`src/design/lrt_pkg.sv`:
```
// ----------------------------------------------------------------------------
// lrt_pkg
// shared types and constants of the lru replacement tracker
// ----------------------------------------------------------------------------
package lrt_pkg;

    localparam int KEY_BITS = 32;
    localparam int CAP_W    = 5;

    localparam logic [CAP_W-1:0] CAP_RESET = 5'd16;

    localparam logic [1:0] KIND_ACCESS = 2'd0;
    localparam logic [1:0] KIND_INSERT = 2'd1;
    localparam logic [1:0] KIND_ERASE  = 2'd2;
    localparam logic [1:0] KIND_CLEAR  = 2'd3;

    typedef struct packed {
        logic [1:0]          kind;
        logic [KEY_BITS-1:0] key;
    } t_in;

    typedef struct packed {
        logic                evicted;
        logic [KEY_BITS-1:0] evicted_key;
    } t_out;

    typedef struct packed {
        logic load;
        logic scan;
        logic apply;
    } t_cmd;

    typedef struct packed {
        logic scan_done;
        logic out_free;
    } t_sts;

endpackage

```
`src/design/lrt_ram.sv`:
```
// ----------------------------------------------------------------------------
// lrt_ram
// generic single write port, single read port ram with registered read
// ----------------------------------------------------------------------------
module lrt_ram #(
    parameter int WIDTH = 32,
    parameter int DEPTH = 16
) (
    input  logic                     i_clk,
    input  logic                     i_we,
    input  logic [$clog2(DEPTH)-1:0] i_waddr,
    input  logic [WIDTH-1:0]         i_wdata,
    input  logic                     i_re,
    input  logic [$clog2(DEPTH)-1:0] i_raddr,
    output logic [WIDTH-1:0]         o_rdata
);

    logic [WIDTH-1:0] r_mem [DEPTH];
    logic [WIDTH-1:0] r_rdata;

    always_ff @(posedge i_clk) begin
        if (i_we) begin
            r_mem[i_waddr] <= i_wdata;
        end
        if (i_re) begin
            r_rdata <= r_mem[i_raddr];
        end
    end

    assign o_rdata = r_rdata;

endmodule

```
`src/design/lrt_ctrl.sv`:
```
// ----------------------------------------------------------------------------
// lrt_ctrl
// transaction sequencer: accept, scan the key store, apply the update
// ----------------------------------------------------------------------------
module lrt_ctrl
    import lrt_pkg::*;
(
    input  logic i_clk,
    input  logic i_rst_n,
    input  logic i_in_valid,
    output logic o_in_ready,
    output t_cmd o_cmd,
    input  t_sts i_sts
);

    typedef enum logic [1:0] {
        S_IDLE,
        S_SCAN,
        S_APPLY
    } t_state;

    t_state r_state;
    t_state n_state;
    t_cmd   cmd;

    always_comb begin
        n_state = r_state;
        cmd     = '0;
        case (r_state)
            S_IDLE: begin
                if (i_in_valid) begin
                    cmd.load = 1'b1;
                    n_state  = S_SCAN;
                end
            end
            S_SCAN: begin
                cmd.scan = 1'b1;
                if (i_sts.scan_done) begin
                    n_state = S_APPLY;
                end
            end
            S_APPLY: begin
                if (i_sts.out_free) begin
                    cmd.apply = 1'b1;
                    n_state   = S_IDLE;
                end
            end
            default: begin
                n_state = S_IDLE;
            end
        endcase
    end

    always_ff @(posedge i_clk) begin
        if (!i_rst_n) begin
            r_state <= S_IDLE;
        end else begin
            r_state <= n_state;
        end
    end

    assign o_in_ready = (r_state == S_IDLE);
    assign o_cmd      = cmd;

    a_cmd_onehot: assert property (@(posedge i_clk) disable iff (!i_rst_n)
        $onehot0({cmd.load, cmd.scan, cmd.apply}))
        else $error("lrt_ctrl: more than one command at once");

endmodule

```
`src/design/lrt_dpath.sv`:
```
// ----------------------------------------------------------------------------
// lrt_dpath
// key store, valid bits, recency ranks, search registers and result register
// ----------------------------------------------------------------------------
module lrt_dpath
    import lrt_pkg::*;
#(
    parameter int MAX_ENTRIES = 16
) (
    input  logic             i_clk,
    input  logic             i_rst_n,
    input  t_cmd             i_cmd,
    output t_sts             o_sts,
    input  t_in              i_in,
    input  logic             i_cfg_we,
    input  logic [CAP_W-1:0] i_cfg_wdata,
    output logic             o_out_valid,
    input  logic             i_out_ready,
    output t_out             o_out
);

    localparam int IDX_W  = $clog2(MAX_ENTRIES);
    localparam int RANK_W = IDX_W;
    localparam int CNT_W  = $clog2(MAX_ENTRIES + 1);
    localparam int OCC_W  = CNT_W;
    localparam int CMP_W  = (OCC_W > CAP_W) ? OCC_W : CAP_W;

    logic [CAP_W-1:0]                    r_capacity;
    t_in                                 r_op;
    logic [MAX_ENTRIES-1:0]              r_valid;
    logic [MAX_ENTRIES-1:0][RANK_W-1:0]  r_rank;
    logic [OCC_W-1:0]                    r_occ;

    logic [CNT_W-1:0]    r_addr;
    logic                r_rd_pend;
    logic [IDX_W-1:0]    r_didx;

    logic                r_hit;
    logic [IDX_W-1:0]    r_hit_idx;
    logic [RANK_W-1:0]   r_hit_rank;
    logic                r_vic_ok;
    logic [IDX_W-1:0]    r_vic_idx;
    logic [RANK_W-1:0]   r_vic_rank;
    logic [KEY_BITS-1:0] r_vic_key;
    logic                r_free_ok;
    logic [IDX_W-1:0]    r_free_idx;

    logic                r_out_valid;
    t_out                r_out;

    logic [MAX_ENTRIES-1:0]              n_valid;
    logic [MAX_ENTRIES-1:0][RANK_W-1:0]  n_rank;
    logic [OCC_W-1:0]                    n_occ;
    t_out                                n_out;

    logic [KEY_BITS-1:0] rdata;
    logic                rd_en;
    logic                d_valid;
    logic [RANK_W-1:0]   d_rank;
    logic                wr_en;
    logic [IDX_W-1:0]    wr_idx;
    logic [IDX_W-1:0]    ins_idx;
    logic [CMP_W-1:0]    cap_ext;
    logic [CMP_W-1:0]    cap_eff;
    logic                cap_nz;
    logic                occ_full;
    logic                out_free;

    // key store
    assign rd_en = i_cmd.scan && (r_addr != CNT_W'(MAX_ENTRIES));

    lrt_ram #(
        .WIDTH (KEY_BITS),
        .DEPTH (MAX_ENTRIES)
    ) u_keys (
        .i_clk   (i_clk),
        .i_we    (wr_en && i_cmd.apply),
        .i_waddr (wr_idx),
        .i_wdata (r_op.key),
        .i_re    (rd_en),
        .i_raddr (r_addr[IDX_W-1:0]),
        .o_rdata (rdata)
    );

    assign d_valid = r_valid[r_didx];
    assign d_rank  = r_rank[r_didx];

    assign out_free        = !r_out_valid || i_out_ready;
    assign o_sts.out_free  = out_free;
    assign o_sts.scan_done = r_rd_pend && (r_didx == IDX_W'(MAX_ENTRIES - 1));

    // effective capacity
    assign cap_ext  = CMP_W'(r_capacity);
    assign cap_eff  = (cap_ext > CMP_W'(MAX_ENTRIES)) ? CMP_W'(MAX_ENTRIES) : cap_ext;
    assign cap_nz   = (r_capacity != '0);
    assign occ_full = (CMP_W'(r_occ) >= cap_eff);

    // new slot after an eviction is the lower of the free slot and the victim
    assign ins_idx = (r_free_ok && (r_free_idx < r_vic_idx)) ? r_free_idx : r_vic_idx;

    always_comb begin
        n_valid = r_valid;
        n_rank  = r_rank;
        n_occ   = r_occ;
        n_out   = '0;
        wr_en   = 1'b0;
        wr_idx  = r_free_idx;
        case (r_op.kind)
            KIND_CLEAR: begin
                n_valid = '0;
                n_rank  = '0;
                n_occ   = '0;
            end
            KIND_ACCESS, KIND_INSERT: begin
                if (r_hit && (r_op.kind == KIND_ACCESS || cap_nz)) begin
                    // promote
                    for (int j = 0; j < MAX_ENTRIES; j++) begin
                        if (r_valid[j] && (r_rank[j] < r_hit_rank)) begin
                            n_rank[j] = r_rank[j] + RANK_W'(1);
                        end
                    end
                    n_rank[r_hit_idx] = '0;
                end else if (!r_hit && r_op.kind == KIND_INSERT && cap_nz) begin
                    if (occ_full && r_vic_ok) begin
                        // evict least recent, insert as most recent
                        for (int j = 0; j < MAX_ENTRIES; j++) begin
                            if (r_valid[j] && (r_rank[j] < r_vic_rank)) begin
                                n_rank[j] = r_rank[j] + RANK_W'(1);
                            end
                        end
                        n_valid[r_vic_idx] = 1'b0;
                        n_rank[r_vic_idx]  = '0;
                        n_valid[ins_idx]   = 1'b1;
                        n_rank[ins_idx]    = '0;
                        wr_en              = 1'b1;
                        wr_idx             = ins_idx;
                        n_out.evicted      = 1'b1;
                        n_out.evicted_key  = r_vic_key;
                    end else if (r_free_ok) begin
                        for (int j = 0; j < MAX_ENTRIES; j++) begin
                            if (r_valid[j]) begin
                                n_rank[j] = r_rank[j] + RANK_W'(1);
                            end
                        end
                        n_valid[r_free_idx] = 1'b1;
                        n_rank[r_free_idx]  = '0;
                        n_occ               = r_occ + OCC_W'(1);
                        wr_en               = 1'b1;
                    end
                end
            end
            KIND_ERASE: begin
                if (r_hit) begin
                    for (int j = 0; j < MAX_ENTRIES; j++) begin
                        if (r_valid[j] && (r_rank[j] > r_hit_rank)) begin
                            n_rank[j] = r_rank[j] - RANK_W'(1);
                        end
                    end
                    n_valid[r_hit_idx] = 1'b0;
                    n_rank[r_hit_idx]  = '0;
                    if (r_occ != '0) begin
                        n_occ = r_occ - OCC_W'(1);
                    end
                end
            end
            default: begin
            end
        endcase
    end

    always_ff @(posedge i_clk) begin
        if (!i_rst_n) begin
            r_capacity  <= CAP_RESET;
            r_valid     <= '0;
            r_rank      <= '0;
            r_occ       <= '0;
            r_addr      <= '0;
            r_rd_pend   <= 1'b0;
            r_hit       <= 1'b0;
            r_vic_ok    <= 1'b0;
            r_free_ok   <= 1'b0;
            r_out_valid <= 1'b0;
        end else begin
            if (i_cfg_we) begin
                r_capacity <= i_cfg_wdata;
            end

            if (i_cmd.load) begin
                r_addr    <= '0;
                r_rd_pend <= 1'b0;
                r_hit     <= 1'b0;
                r_vic_ok  <= 1'b0;
                r_free_ok <= 1'b0;
            end

            if (i_cmd.scan) begin
                r_rd_pend <= rd_en;
                if (rd_en) begin
                    r_addr <= r_addr + CNT_W'(1);
                end
                if (r_rd_pend) begin
                    if (d_valid && (rdata == r_op.key) && !r_hit) begin
                        r_hit <= 1'b1;
                    end
                    if (d_valid && (!r_vic_ok || (d_rank > r_vic_rank))) begin
                        r_vic_ok <= 1'b1;
                    end
                    if (!d_valid && !r_free_ok) begin
                        r_free_ok <= 1'b1;
                    end
                end
            end

            if (i_cmd.apply) begin
                r_valid <= n_valid;
                r_rank  <= n_rank;
                r_occ   <= n_occ;
            end

            if (i_cmd.apply) begin
                r_out_valid <= 1'b1;
            end else if (i_out_ready) begin
                r_out_valid <= 1'b0;
            end
        end
    end

    // payload registers
    always_ff @(posedge i_clk) begin
        if (i_cmd.load) begin
            r_op <= i_in;
        end
        if (i_cmd.scan) begin
            if (rd_en) begin
                r_didx <= r_addr[IDX_W-1:0];
            end
            if (r_rd_pend) begin
                if (d_valid && (rdata == r_op.key) && !r_hit) begin
                    r_hit_idx  <= r_didx;
                    r_hit_rank <= d_rank;
                end
                if (d_valid && (!r_vic_ok || (d_rank > r_vic_rank))) begin
                    r_vic_idx  <= r_didx;
                    r_vic_rank <= d_rank;
                    r_vic_key  <= rdata;
                end
                if (!d_valid && !r_free_ok) begin
                    r_free_idx <= r_didx;
                end
            end
        end
        if (i_cmd.apply) begin
            r_out <= n_out;
        end
    end

    assign o_out_valid = r_out_valid;
    assign o_out       = r_out;

    a_occ_count: assert property (@(posedge i_clk) disable iff (!i_rst_n)
        $countones(r_valid) == int'(r_occ))
        else $error("lrt_dpath: occupancy does not match valid bits");

    a_occ_max: assert property (@(posedge i_clk) disable iff (!i_rst_n)
        int'(r_occ) <= MAX_ENTRIES)
        else $error("lrt_dpath: occupancy above table size");

    a_evict_key_zero: assert property (@(posedge i_clk) disable iff (!i_rst_n)
        r_out_valid && !r_out.evicted |-> r_out.evicted_key == '0)
        else $error("lrt_dpath: evicted key set without eviction");

    a_apply_free: assert property (@(posedge i_clk) disable iff (!i_rst_n)
        i_cmd.apply |=> r_out_valid)
        else $error("lrt_dpath: result lost after update");

endmodule

```
`src/design/lru_replacement_tracker.sv`:
```
// ----------------------------------------------------------------------------
// lru_replacement_tracker
// fully associative lru tracker: access, insert with eviction, erase, clear
// ----------------------------------------------------------------------------
//  channel   handshake                     payload
//  in        i_in_valid / o_in_ready       i_in  (kind, key)
//  out       o_out_valid / i_out_ready     o_out (evicted, evicted_key)
//  cfg       i_cfg_we                      i_cfg_wdata (capacity)
//
//  a transaction runs through accept, a scan of the key ram through its single
//  read port (registered read), and an update
//  synchronous reset clears valid bits, ranks and occupancy; keys are not reset
//  the result waits in an output register while the next transaction is scanned
//  the update cycle waits while the output register is still full
// ----------------------------------------------------------------------------
module lru_replacement_tracker
    import lrt_pkg::*;
#(
    parameter int MAX_ENTRIES = 16
) (
    input  logic             i_clk,
    input  logic             i_rst_n,
    input  logic             i_in_valid,
    output logic             o_in_ready,
    input  t_in              i_in,
    output logic             o_out_valid,
    input  logic             i_out_ready,
    output t_out             o_out,
    input  logic             i_cfg_we,
    input  logic [CAP_W-1:0] i_cfg_wdata
);

    t_cmd cmd;
    t_sts sts;

    lrt_ctrl u_ctrl (
        .i_clk      (i_clk),
        .i_rst_n    (i_rst_n),
        .i_in_valid (i_in_valid),
        .o_in_ready (o_in_ready),
        .o_cmd      (cmd),
        .i_sts      (sts)
    );

    lrt_dpath #(
        .MAX_ENTRIES (MAX_ENTRIES)
    ) u_dpath (
        .i_clk       (i_clk),
        .i_rst_n     (i_rst_n),
        .i_cmd       (cmd),
        .o_sts       (sts),
        .i_in        (i_in),
        .i_cfg_we    (i_cfg_we),
        .i_cfg_wdata (i_cfg_wdata),
        .o_out_valid (o_out_valid),
        .i_out_ready (i_out_ready),
        .o_out       (o_out)
    );

endmodule

```
`config.mk`:
```
export PLATFORM = sky130hd
export DESIGN_NAME = lru_replacement_tracker
export DESIGN_NICKNAME = d
export VERILOG_FILES = /design/src/design/lrt_pkg.sv /design/src/design/lrt_ram.sv /design/src/design/lrt_ctrl.sv /design/src/design/lrt_dpath.sv /design/src/design/lru_replacement_tracker.sv
export SDC_FILE = /design/constraint.sdc
export NUM_CORES = 1
export LEC_CHECK = 0
export BUFFER_PORTS_ARGS = -buffer_cell sky130_fd_sc_hd__buf_2
export CORE_ASPECT_RATIO = 0.75
export CORE_MARGIN = 3
export CORE_UTILIZATION = 57
export DETAILED_ROUTE_END_ITERATION = 12
export PLACE_DENSITY_LB_ADDON = 0.12
export SYNTH_ARGS = -nofsm -noshare
export SYNTH_HDL_FRONTEND = slang
export SYNTH_HIERARCHICAL = 1
export SYNTH_SLANG_ARGS = --single-unit
```
`constraint.sdc`:
```
create_clock -name i_clk -period 5.25 [get_ports i_clk]
set_input_delay 0 -clock i_clk [delete_from_list [all_inputs] [get_ports i_clk]]
set_output_delay 0 -clock i_clk [all_outputs]
set_load 0.02 [all_outputs]
```
==> metrics.md <==
| Metric | Value |
|---|---|
| Async set or reset register ratio after synthesis | 0% |
| Arrival @ worst endpoint | 4.36 ns |
| Post-route DRC violation count | 0 |
| CP Buf/Inv Count | 2 |
| Count of mapped cells out of synthesis | 2994 |
| Non-Filler Instances | 4032 |
| Via count of the first global-routing pass | 27290 |
| Finish-stage setup viols | 0 |
| Part of the Yosys area used for sequential elements | 57.32% |
| Pins Over Slew Limit | 0 |
| All-Layer GR Usage | 33.37% |
| Most used cells in the layout excluding fill and tap cells | edfxtp_1, nand2_1, a21oi_1 |
| P per Cell Area | 297.5 mW/mm^2 |
| H-tree levels | 3 |
| Initial antenna violation count | 7 |
| Number of buffers added by the clock tree synthesis step | 76 |
| Routed Wire Length | 118200 microns |
| CP Capture Type | flop |
| Highest cell delay on the worst timing path | 0.70 ns |
| Status | finished, final reports clean |
| Maximum clock rate | 247.5 MHz |
| Initial Utilization | 58.36% |
| # port buffers | 78 |
| Die width | 306.1 microns |
| TritonCTS clock tree | built |
| Cell type group with the largest total delay on the critical path | simple AND/OR/NAND/NOR gates |
| Post-route ant nets | 0 |
| Post-synthesis average cell area | 12.86 sq um |
| Routed wirelength normalized by instance count | 29.31 microns |
| Type of the worst setup path | reg -> reg |
| Number of nets in the finished design | 3298 |
| Fraction of the cycle the final worst path needs | 76.97% |
| HPWL reported at the end of detailed placement | 79150 microns |
| Total congestion overflow | 0 |
| Total of max-cap violations | 0 |
| Placement row count | 81 |
| Largest driver fanout on the critical path | 23 |
| Total negative setup slack | 0 ns |
| Share of post-route cells with drive strength above 1 | 16.03% |
| Die ar. | 0.07074 sq mm |
| Number of iterations in the first detailed-routing pass | 10 |
| Post-Syn Area | 0.03851 sq mm |
| Most used flip-flop cell after synthesis | edfxtp_1 |
| Top-level port count | 79 |
| CTS Root Buffer Type | clkbuf_16 |
| Layout area overhead | 11.63% |
| Post-CTS Setup Bufs | 0 |
| First-pass GRT wire length | 175700 microns |
| Chip Height | 231.1 microns |
| Met2 Usage GRT | 45.55% |
| Placed cell count | 3835 |
| Setup clock skew after layout | 0.02739 ns |
| Critical path launch point type | flop |
| Vias per Instance | 7.003 |
| Number of buffers on the longest clock path | 3 |
| Total leakage power | 14.63 nW |
| RSZ-0062 raised after global routing | no |
| Worst slew margin relative to its limit | 8.933% |
| Worst-Margin Slew | 1.361 ns |
| Count of unique library cells instantiated by Yosys | 95 |
| Clk sinks | 769 |
| Clock transition at the register clock pins on the worst setup and hold paths after CTS | 0.07 ns |
| Leading cell type in the layout, fill and taps excluded | edfxtp_1 |
| Core region area | 0.06598 sq mm |
| Met1 capacity usage during global routing | 50.69% |
| Final hold vios | 0 |
| Worst IR Drop VDD | 0.3207 mV |
| Class of the tightest hold or removal check | in -> reg |
| Number of flip-flops and latches in the synthesized netlist | 769 |
| Synthesized netlist net count | 3200 |
| Yosys warning count | 6 |
| Pin count of the biggest net entering global routing | 97 |
| Count of vias placed by the detailed router | 28240 |
| Insertion delay of the later-clocked pin in the worst-skew pair | 0.64 ns |
| Global placement routability congestion | 1.076 |
| Met3 Track Usage GR | 12.05% |
| Busiest grt layer | met1 |
| Min cycle time layout | 4.041 ns |
| Number of synthesized flops with an enable pin | 667 |
| Endpoint required time on the critical path | 5.57 ns |
| Initial DRC count | 4378 |
| Slowest cell on crit path | nor2_4 |
| Critical path, cell by cell | or4_4, o31a_4, nor2_8, nand2_2, inv_2, nand3b_1, nor2_4, buf_4 |
## path summary, 6_finish.rpt
check / from / end / slack [ns] / cells past startpoint
worst min register to register: u_dpath/u_keys/o_rdata[12]$_DFFE_PP_ / u_dpath/r_vic_key[12]$_DFFE_PP_ / 0.48 / 0
worst max-delay path: u_dpath/cap_ext[0]$_SDFFE_PN0P_ / u_dpath/u_keys/r_mem[5][2]$_DFFE_PP_ / 1.21 / 8
worst max register to register: u_dpath/cap_ext[0]$_SDFFE_PN0P_ / u_dpath/u_keys/r_mem[5][2]$_DFFE_PP_ / 1.21 / 8
worst min-delay path: i_in[27] / u_dpath/r_op[27]$_DFFE_PP_ / 0.07 / 2
## where the power goes
group	total (mW)	internal, mW	leakage, nW	switching (mW)
clock network	5.51	3.08	1.20	2.42
logic	0.514	0.216	6.49	0.298
registers	6.77	6.67	6.94	0.0958
total	12.8	9.97	14.6	2.82
## metal layers
metal	vias to the layer above	wire length, microns
li1	11990	-
met1	14080	50160
met2	1917	48070
met3	238	17020
met4	8	2729
met5	-	179
## stage by stage
stage,util [%],hold slack [ns],area (sq um),power (mW),setup slack (ns)
after floorplan,-,0.09887,38520,7.168,0.1969
after detailed placement,60.58,0.1782,39970,7.374,1.359
after global routing,65.12,0.05249,42960,13.13,1.095
after CTS,65.12,0.03462,42960,12.85,1.325
after global placement,60.58,0.1762,39970,7.362,1.448
final,65.15,0.07201,42990,12.79,1.209
## what timing repair did
item | CTS | global route
hold endpoints to repair | 55 | 0
hold buffers | 50 | 0
resized for setup | 0 | 0
## cells in the mapped netlist (24+ instances only)
cell type  count  share of area [%]
edfxtp_1     667                 52
nand2_1      230                2.2
a21oi_1      171                2.2
nor2_1       170                1.7
ha_1         161                5.2
mux4_2       153                8.9
o21ai_0      143                1.9
clkbuf_1     104                1.0
dfxtp_1      102                5.3
nand3_1       92                1.2
a22oi_1       80                1.6
nor3_1        75               0.97
inv_1         74               0.72
xor2_1        55                1.3
and3_1        49               0.80
nand2b_1      41               0.67
o211ai_1      38               0.74
a31oi_1       36               0.58
buf_2         35               0.45
nand4_1       33               0.54
nor2b_1       32               0.52
xnor2_1       30               0.68
o22ai_1       28               0.45
a211oi_1      24               0.47
## layout make-up
class,instances,area (sq um)
fill,4761,22990
sequential,769,22080
multi-input combinational,1965,15510
clock buffer,90,1976
timing repair buffer,202,1496
tap,871,1090
clock inverter,47,515.5
inverter,78,292.8
antenna,10,25.02
## logic make-up after synthesis
| family | after synthesis | synth area share [%] |
|---|---|---|
| buffers and inverters | 260 | 2.902 |
| multiplexers | 174 | 9.514 |
| AND/OR/NAND/NOR | 820 | 10.47 |
| AO/OA/AOI/OAI | 724 | 12.58 |
| XOR/XNOR | 85 | 1.933 |
| flip-flops | 769 | 57.32 |
| adder cells (fa/ha/maj) | 162 | 5.283 |
## flip-flops by register name (all words and copies together) (netlist names), 16 cells and up
signal / count
u_dpath/u_keys/o_rdata: 32
u_dpath/r_rank: 64
u_dpath/r_vic_key: 32
u_dpath/u_keys/r_mem: 512
u_dpath/r_valid: 16
u_dpath/r_op: 34
u_dpath/o_out: 33
Note: power is estimated with default switching activity, not from simulation.
